==> src/rtl/core/imu_sd_pkg.sv <==
// imu_sd_pkg: shared types and constants of the IMU stillness detector.
// No dependencies; imported by every module under rtl/core.
package imu_sd_pkg;

    localparam int STILL_W     = 16;  // still counter and target width
    localparam int LIMIT_W     = 34;  // squared range limit width
    localparam int CFG_INDEX_W = 2;
    localparam int CFG_DATA_W  = 34;
    localparam int OUT_DATA_W  = 24;  // moving, still_count, done_res, padded to bytes

    // register indexes on the configuration channel
    localparam logic [CFG_INDEX_W-1:0] REG_ACC_LIMIT_SQ  = 2'd0;
    localparam logic [CFG_INDEX_W-1:0] REG_GYRO_LIMIT_SQ = 2'd1;
    localparam logic [CFG_INDEX_W-1:0] REG_STILL_TARGET  = 2'd2;

    // reset values: 100^2 and round((0.03 * 8192)^2)
    localparam logic [LIMIT_W-1:0] ACC_LIMIT_SQ_RST  = 34'd10000;
    localparam logic [LIMIT_W-1:0] GYRO_LIMIT_SQ_RST = 34'd60398;
    localparam logic [STILL_W-1:0] STILL_TARGET_RST  = 16'd100;

    // commit control from the top level to each extremes tracker
    typedef struct packed {
        logic load;     // commit this sample's extremes
        logic reload;   // motion: extremes reload from the sample
    } trk_ctrl_t;

endpackage

==> src/rtl/core/imu_stillness_detector_unit.sv <==
// imu_stillness_detector_unit: top level of the IMU stillness detector.
// Depends on imu_sd_pkg, imu_sd_tracker and imu_sd_range_sq.
//
//  channel | dir | handshake            | payload
//  --------+-----+----------------------+-------------------------------------------
//  s_      | in  | s_tvalid / s_tready  | restart, acc_x..z, rate_x..z (one sample)
//  m_      | out | m_tvalid / m_tready  | moving, still_count, done_res
//  cfg_    | in  | cfg_valid/cfg_ready  | cfg_index, cfg_data (limit/target regs)
//
// Rate: one request per clock while m_tready is high; an s_ handshake passes
//   the input register, then the result register, before reaching m_.
// The extremes/compare/counter update is combinational logic: track, subtract,
//   three squares per sensor, add and compare, then select.
// Reset: aresetn clears extremes, counter, valid flags; config gets reset values.
// Stalls: with m_tready low the result holds and one more request is held in
//   the input register; s_tready then drops. cfg_ready is always high.
module imu_stillness_detector_unit #(
    parameter int SAMPLE_WIDTH = 16
) (
    input  logic                                   aclk,
    input  logic                                   aresetn,
    // sample request
    input  logic                                   s_tvalid,
    output logic                                   s_tready,
    // [0] restart, then acc_x, acc_y, acc_z, rate_x, rate_y, rate_z
    // at SAMPLE_WIDTH bits each, zero padding above
    input  logic [((1+6*SAMPLE_WIDTH+7)/8)*8-1:0]  s_tdata,
    // result request
    output logic                                   m_tvalid,
    input  logic                                   m_tready,
    // [0] moving, [16:1] still_count, [17] done_res, zero padding above
    output logic [imu_sd_pkg::OUT_DATA_W-1:0]      m_tdata,
    // configuration writes
    input  logic                                   cfg_valid,
    output logic                                   cfg_ready,
    input  logic [imu_sd_pkg::CFG_INDEX_W-1:0]     cfg_index,
    input  logic [imu_sd_pkg::CFG_DATA_W-1:0]      cfg_data
);
    import imu_sd_pkg::*;

    localparam int W      = SAMPLE_WIDTH;
    localparam int IN_W   = 1 + 6*W;
    localparam int SQ_W   = 2*W + 4;
    localparam int CMP_W  = (SQ_W > LIMIT_W) ? SQ_W : LIMIT_W;

    // ---------------- configuration registers ----------------
    logic [LIMIT_W-1:0] acc_limit_reg;
    logic [LIMIT_W-1:0] gyro_limit_reg;
    logic [STILL_W-1:0] target_reg;

    assign cfg_ready = 1'b1;

    always_ff @(posedge aclk) begin
        if (!aresetn) begin
            acc_limit_reg  <= ACC_LIMIT_SQ_RST;
            gyro_limit_reg <= GYRO_LIMIT_SQ_RST;
            target_reg     <= STILL_TARGET_RST;
        end else if (cfg_valid && cfg_ready) begin
            unique case (cfg_index)
                REG_ACC_LIMIT_SQ:  acc_limit_reg  <= cfg_data[LIMIT_W-1:0];
                REG_GYRO_LIMIT_SQ: gyro_limit_reg <= cfg_data[LIMIT_W-1:0];
                REG_STILL_TARGET:  target_reg     <= cfg_data[STILL_W-1:0];
                default: ;  // unmapped index: write dropped
            endcase
        end
    end

    // ---------------- input register ----------------
    logic            in_valid_reg;
    logic            in_valid_next;
    logic [IN_W-1:0] in_data_reg;
    logic            out_valid_reg;
    logic            out_valid_next;
    logic            advance;   // input register item moves into the result register
    logic            in_load;

    assign advance  = in_valid_reg && (!out_valid_reg || m_tready);
    assign s_tready = !in_valid_reg || advance;
    assign in_load  = s_tvalid && s_tready;

    always_comb begin
        in_valid_next  = in_load | (in_valid_reg & ~advance);
        out_valid_next = advance | (out_valid_reg & ~m_tready);
    end

    always_ff @(posedge aclk) begin
        if (!aresetn) begin
            in_valid_reg  <= 1'b0;
            out_valid_reg <= 1'b0;
        end else begin
            in_valid_reg  <= in_valid_next;
            out_valid_reg <= out_valid_next;
        end
    end

    always_ff @(posedge aclk) begin
        if (in_load) begin
            in_data_reg <= s_tdata[IN_W-1:0];
        end
    end

    logic           in_restart;
    logic [3*W-1:0] acc_sample;
    logic [3*W-1:0] rate_sample;

    assign in_restart  = in_data_reg[0];
    assign acc_sample  = in_data_reg[1 +: 3*W];
    assign rate_sample = in_data_reg[1+3*W +: 3*W];

    // ---------------- extremes and range check ----------------
    trk_ctrl_t      trk_ctrl;
    logic [3*W-1:0] acc_hi;
    logic [3*W-1:0] acc_lo;
    logic [3*W-1:0] rate_hi;
    logic [3*W-1:0] rate_lo;
    logic [SQ_W-1:0] acc_len_sq;
    logic [SQ_W-1:0] rate_len_sq;
    logic            moving;

    imu_sd_tracker #(.W(W)) u_acc_trk (
        .aclk    (aclk),
        .aresetn (aresetn),
        .ctrl    (trk_ctrl),
        .restart (in_restart),
        .sample  (acc_sample),
        .hi_cur  (acc_hi),
        .lo_cur  (acc_lo)
    );

    imu_sd_tracker #(.W(W)) u_rate_trk (
        .aclk    (aclk),
        .aresetn (aresetn),
        .ctrl    (trk_ctrl),
        .restart (in_restart),
        .sample  (rate_sample),
        .hi_cur  (rate_hi),
        .lo_cur  (rate_lo)
    );

    imu_sd_range_sq #(.W(W)) u_acc_rng (
        .hi     (acc_hi),
        .lo     (acc_lo),
        .len_sq (acc_len_sq)
    );

    imu_sd_range_sq #(.W(W)) u_rate_rng (
        .hi     (rate_hi),
        .lo     (rate_lo),
        .len_sq (rate_len_sq)
    );

    // equal to the limit still counts as still
    assign moving = (CMP_W'(acc_len_sq)  > CMP_W'(acc_limit_reg)) ||
                    (CMP_W'(rate_len_sq) > CMP_W'(gyro_limit_reg));

    assign trk_ctrl = '{load: advance, reload: moving};

    // ---------------- still counter ----------------
    logic [STILL_W-1:0] counter_reg;
    logic [STILL_W-1:0] counter_next;
    logic [STILL_W:0]   cnt_inc;
    logic [STILL_W-1:0] cnt_sat;
    logic               done_now;

    always_comb begin
        cnt_inc = {1'b0, (in_restart ? {STILL_W{1'b0}} : counter_reg)} + 1'b1;
        // saturate at target; also pulls a counter down after target is lowered
        cnt_sat = (cnt_inc > {1'b0, target_reg}) ? target_reg : cnt_inc[STILL_W-1:0];
        if (moving) begin
            counter_next = '0;
            done_now     = 1'b0;
        end else begin
            counter_next = cnt_sat;
            done_now     = cnt_sat >= target_reg;
        end
    end

    always_ff @(posedge aclk) begin
        if (!aresetn) begin
            counter_reg <= '0;
        end else if (advance) begin
            counter_reg <= counter_next;
        end
    end

    // ---------------- result register ----------------
    logic               moving_reg;
    logic [STILL_W-1:0] count_reg;
    logic               done_reg;

    always_ff @(posedge aclk) begin
        if (advance) begin
            moving_reg <= moving;
            count_reg  <= counter_next;
            done_reg   <= done_now;
        end
    end

    assign m_tvalid = out_valid_reg;
    assign m_tdata  = {(OUT_DATA_W-STILL_W-2)'(0), done_reg, count_reg, moving_reg};

    // ---------------- assertions ----------------
    // a motion result always carries a cleared count and no done
    a_moving_clears: assert property (@(posedge aclk) disable iff (!aresetn)
        m_tvalid && moving_reg |-> count_reg == '0 && !done_reg)
        else $error("motion result with nonzero count or done");

    // backpressure at the input only when both registers are occupied
    a_ready_stall: assert property (@(posedge aclk) disable iff (!aresetn)
        !s_tready |-> in_valid_reg && out_valid_reg && !m_tready)
        else $error("s_tready low without a full pipeline");

    // motion clears the still counter on the next clock
    a_motion_counter: assert property (@(posedge aclk) disable iff (!aresetn)
        advance && moving |=> counter_reg == '0)
        else $error("still counter not cleared after motion");

    // result register loads exactly when an item leaves the input register
    a_result_load: assert property (@(posedge aclk) disable iff (!aresetn)
        advance |=> m_tvalid)
        else $error("result missing after advance");

endmodule

==> src/rtl/core/imu_sd_tracker.sv <==
// imu_sd_tracker: per-axis running max/min registers for one 3-axis sensor.
// Depends on imu_sd_pkg (trk_ctrl_t).
module imu_sd_tracker #(
    parameter int W = 16
) (
    input  logic                  aclk,
    input  logic                  aresetn,
    input  imu_sd_pkg::trk_ctrl_t ctrl,
    input  logic                  restart,  // clear extremes before the sample applies
    input  logic [3*W-1:0]        sample,
    output logic [3*W-1:0]        hi_cur,
    output logic [3*W-1:0]        lo_cur
);
    import imu_sd_pkg::*;

    logic [3*W-1:0] hi_reg;
    logic [3*W-1:0] lo_reg;
    logic [3*W-1:0] hi_next;
    logic [3*W-1:0] lo_next;

    for (genvar a = 0; a < 3; a++) begin : g_axis
        logic signed [W-1:0] x;
        logic signed [W-1:0] base_hi;
        logic signed [W-1:0] base_lo;
        logic signed [W-1:0] hi_ax;
        logic signed [W-1:0] lo_ax;

        assign x       = $signed(sample[a*W +: W]);
        assign base_hi = restart ? '0 : $signed(hi_reg[a*W +: W]);
        assign base_lo = restart ? '0 : $signed(lo_reg[a*W +: W]);

        // min only moves when max did not
        always_comb begin
            hi_ax = base_hi;
            lo_ax = base_lo;
            if (x > base_hi) begin
                hi_ax = x;
            end else if (x < base_lo) begin
                lo_ax = x;
            end
        end

        assign hi_cur[a*W +: W] = hi_ax;
        assign lo_cur[a*W +: W] = lo_ax;
    end

    always_comb begin
        hi_next = hi_reg;
        lo_next = lo_reg;
        if (ctrl.load) begin
            hi_next = ctrl.reload ? sample : hi_cur;
            lo_next = ctrl.reload ? sample : lo_cur;
        end
    end

    always_ff @(posedge aclk) begin
        if (!aresetn) begin
            hi_reg <= '0;
            lo_reg <= '0;
        end else begin
            hi_reg <= hi_next;
            lo_reg <= lo_next;
        end
    end

endmodule

==> src/rtl/core/imu_sd_range_sq.sv <==
// imu_sd_range_sq: squared length of a 3-axis range vector (max - min).
// Depends on imu_sd_pkg only for the house import convention.
module imu_sd_range_sq #(
    parameter int W = 16
) (
    input  logic [3*W-1:0] hi,
    input  logic [3*W-1:0] lo,
    output logic [2*W+3:0] len_sq
);
    import imu_sd_pkg::*;

    logic [2*W+1:0] sq [3];

    for (genvar a = 0; a < 3; a++) begin : g_axis
        logic signed [W:0] diff;
        logic        [W:0] mag;

        assign diff = $signed({hi[a*W+W-1], hi[a*W +: W]})
                    - $signed({lo[a*W+W-1], lo[a*W +: W]});
        assign mag  = diff[W] ? (W+1)'(0) - diff : diff;
        assign sq[a] = mag * mag;
    end

    assign len_sq = {2'b00, sq[0]} + {2'b00, sq[1]} + {2'b00, sq[2]};

endmodule
==> config.mk <==
export PLATFORM = sky130hd
export DESIGN_NAME = imu_stillness_detector_unit
export DESIGN_NICKNAME = d
export VERILOG_FILES = /design/src/rtl/core/imu_sd_pkg.sv /design/src/rtl/core/imu_stillness_detector_unit.sv /design/src/rtl/core/imu_sd_tracker.sv /design/src/rtl/core/imu_sd_range_sq.sv
export SDC_FILE = /design/constraint.sdc
export NUM_CORES = 2
export LEC_CHECK = 0
export BUFFER_PORTS_ARGS = -buffer_cell sky130_fd_sc_hd__buf_4
export CAP_MARGIN = 10
export CORE_MARGIN = 8
export CORE_UTILIZATION = 50
export DETAILED_ROUTE_END_ITERATION = 6
export GPL_TIMING_DRIVEN = 0
export HOLD_SLACK_MARGIN = 0.03
export MAX_ROUTING_LAYER = met4
export PLACE_DENSITY = 0.74
export SLEW_MARGIN = 15
export SYNTH_ARGS = -nofsm -noshare
export SYNTH_HDL_FRONTEND = slang
export SYNTH_SLANG_ARGS = --single-unit
export TNS_END_PERCENT = 1
==> constraint.sdc <==
create_clock -name aclk -period 24.5 [get_ports aclk]
set_input_delay 3.675 -clock aclk [delete_from_list [all_inputs] [get_ports aclk]]
set_output_delay 3.675 -clock aclk [all_outputs]
set_load 0.01 [all_outputs]
==> metrics <==
status complete, no violations; clock sinks 409; synth top area cells fa_1 (32%), ha_1 (15%), inv_1 (9.4%), dfxtp_1 (7.0%), edfxtp_1 (4.1%); synth warn 0; final wirelength 268 mm; Die Wd 427 um; root buf cell clkbuf_16; Reg clk slew, reported paths 0.06 ns; GRT overflow 0; ys async rst share 0%; initial antenna violation count 8; Slew headroom 13.9%; Clock Skews 0.0929 ns; FF/Latch Area 0.00934 mm2; Yosys reg bits 409; largest net degree at the start of global routing 50; clock latency on the worst-skew pair 0.69 ns; Crit-path slowest cell o41ai_1; main combinational cell family by area after synthesis adder cells; HP Class register to register; Final ANT Viol Nets 0; Tmin final 23.83 ns; compound-gate portion of the synthesized area 12.2%; Simple-Gate Fraction of Synth Area 14.5%; Yosys top cell area share 31.9%; wire length per cell 21.7 um; Largest stage delay, worst path 0.78 ns; Total Routing Usage GR 30.0%; multiplexer share of the synthesized area 1.12%; list of most frequent post-synthesis cells inv_1 (2125), fa_1 (1346), ha_1 (991), nor2_1 (808), nand2_1 (791); CTS tree done; most common cell in the netlist inv_1; Final Hold Viols 0; # fillers 15400; layout cells sized above 1 6.23%; Worst Path Arrival 24.19 ns; DR vias 70900; Post-Synth XOR/XNOR Area 3.36%; P&R area growth vs syn 8.50%; mapped cell area 0.0845 mm2; hold depth 2; finished layout cell area 0.0917 mm2; Core ar. 0.169 mm2; Hold Buf Count CTS 0; Mapped Cells 9812; IO Count 172; Final setup violation count 0; Synth Flop Type dfxtp_1; max-slew violations 0; PortBufs 156; Max Clk Rate 42.0 MHz; r2r worst-path depth 78; CTS Buf Count 50; max reg flops 97; RSZ-0062 raised after global routing true; first-pass detailed-route iteration total 6; Nets 12600; CP startpoint kind register; Syn Area/Cell 8.62 um2; post-synth cell types 112; Die H 427 um; largest area contributor in the netlist fa_1; row cnt 151; post-synthesis adder-cell area fraction 46.5%; global-route wire length before repair 415 mm; Max H-tree Level 2; vias in the first global route 72900; Starting Density 50.1%; Final Cycle Share 97.2%; mean number of vias per cell 5.72; full die area 0.182 mm2; critical path type register to register; Worst Path Max Fanout 19; CP endpoint kind register; Post-synth EDFFs 115; Slew @ Worst Pin 1.29 ns; multi-input logic area 0.0668 mm2; max cap viols 0; register area share after synthesis 11.0%; placed cell area 0.0890 mm2; DR iter-0 viols 6829; GPL Wtd Cong 1.01; most used cell, CP fa_1; hpwl dp 228 mm; clk buf depth 3; CP required 24.87 ns; DRC viols 0
==> cell families after synthesis <==
logic type / after synthesis
AO/OA/AOI/OAI: 1542
XOR/XNOR: 317
adder cells (fa/ha/maj): 2337
buffers and inverters: 2504
flip-flops: 409
multiplexers: 90
other: 2
AND/OR/NAND/NOR: 2611
==> worst max-delay path, delay by kind of cell (launching register included) <==
kind / cells / cell delay (ns)
AND/OR/NAND/NOR: 14 / 2.76
adder cells (fa/ha/maj): 18 / 8.23
AO/OA/AOI/OAI: 22 / 6.06
XOR/XNOR: 2 / 0.37
buffers and inverters: 22 / 5.66
flip-flops: 1 / 0.35
==> metal layers <==
| metal | wire length [um] | share of wire [%] | up-vias | GRT usage [%] |
|---|---|---|---|---|
| met5 | 0 | 0 | - | - |
| met4 | 15800 | 5.9 | 0 | 14.2 |
| met3 | 24400 | 9.1 | 635 | 5.85 |
| met2 | 120000 | 45 | 3110 | 46.1 |
| met1 | 108000 | 40 | 35100 | 38.4 |
| li1 | - | - | 32000 | - |
==> what timing repair did <==
item / CTS / global route
endpoints found under the hold margin: 0 / 0
setup endpoints to repair: 226 / 220
gates resized for setup: 103 / 103
buffers inserted: 6 / 11
pin swaps: 4 / 6
==> layout make-up <==
class	instances	share of cell area, %
repair buffers	180	1.55
flip-flops and latches	409	10.2
multi-input cells	6974	72.8
inverters	2162	8.85
well taps	2218	3.03
diodes	8	0.0218
clock buffers	64	1.51
clock inverters	30	0.464
plain buffers	339	1.61
==> worst paths after layout <==
kind                            slack [ns]                     to             startpoint
worst min register to register        0.45  u_rate_trk.hi_reg[32]  u_rate_trk.hi_reg[32]
worst max-delay path                  0.67           count_reg[8]         in_data_reg[0]
worst min-delay path                  0.45  u_rate_trk.hi_reg[32]  u_rate_trk.hi_reg[32]
worst max register to register        0.67           count_reg[8]         in_data_reg[0]
==> placed cells by master (no fill, tap or decap), types with 23 or more instances in the layout <==
master	netlist	layout
o31ai_1	33	30
ha_1	991	990
a32o_1	37	37
a31oi_1	54	51
a21oi_1	421	416
xnor2_1	188	165
nor4_1	28	25
buf_4	11	183
xor2_1	122	95
clkbuf_1	293	229
a211oi_1	52	50
nor2b_1	93	93
o211ai_1	82	82
and2_1	49	48
or3_1	31	31
edfxtp_1	115	115
o21ai_0	316	315
mux2_2	39	39
clkbuf_16	0	53
clkbuf_2	0	61
o21bai_1	29	29
nand4_1	77	77
or2_2	53	53
mux2i_1	51	51
conb_1	2	77
a21o_1	130	130
nor3_1	95	92
nand2_1	791	791
a211o_1	23	23
xor2_2	1	24
dfxtp_1	294	294
nand3_1	164	164
and3_1	36	36
o21a_1	48	48
nand2b_1	283	283
nor2_1	808	802
inv_1	2125	2125
fa_1	1346	1346
o311ai_0	54	53
==> stage by stage <==
step	hold WS [ns]	util [%]	worst slack [ns]	instances	setup TNS (ns)
global route	0.468	54.4	-0.0982	12400	-0.765
detailed placement	0.440	52.8	-4.04	12300	-702.68
finish	0.449	54.4	0.675	12400	0
floorplan	0.417	-	4.45	9887	0
CTS	0.454	54.1	0.00683	12400	0
global placement	0.427	52.6	-4.53	12300	-810.71
Power is left out: the tool's default activity adds up to more than one toggle a clock period on the data nets, which glitch-free logic cannot reach.
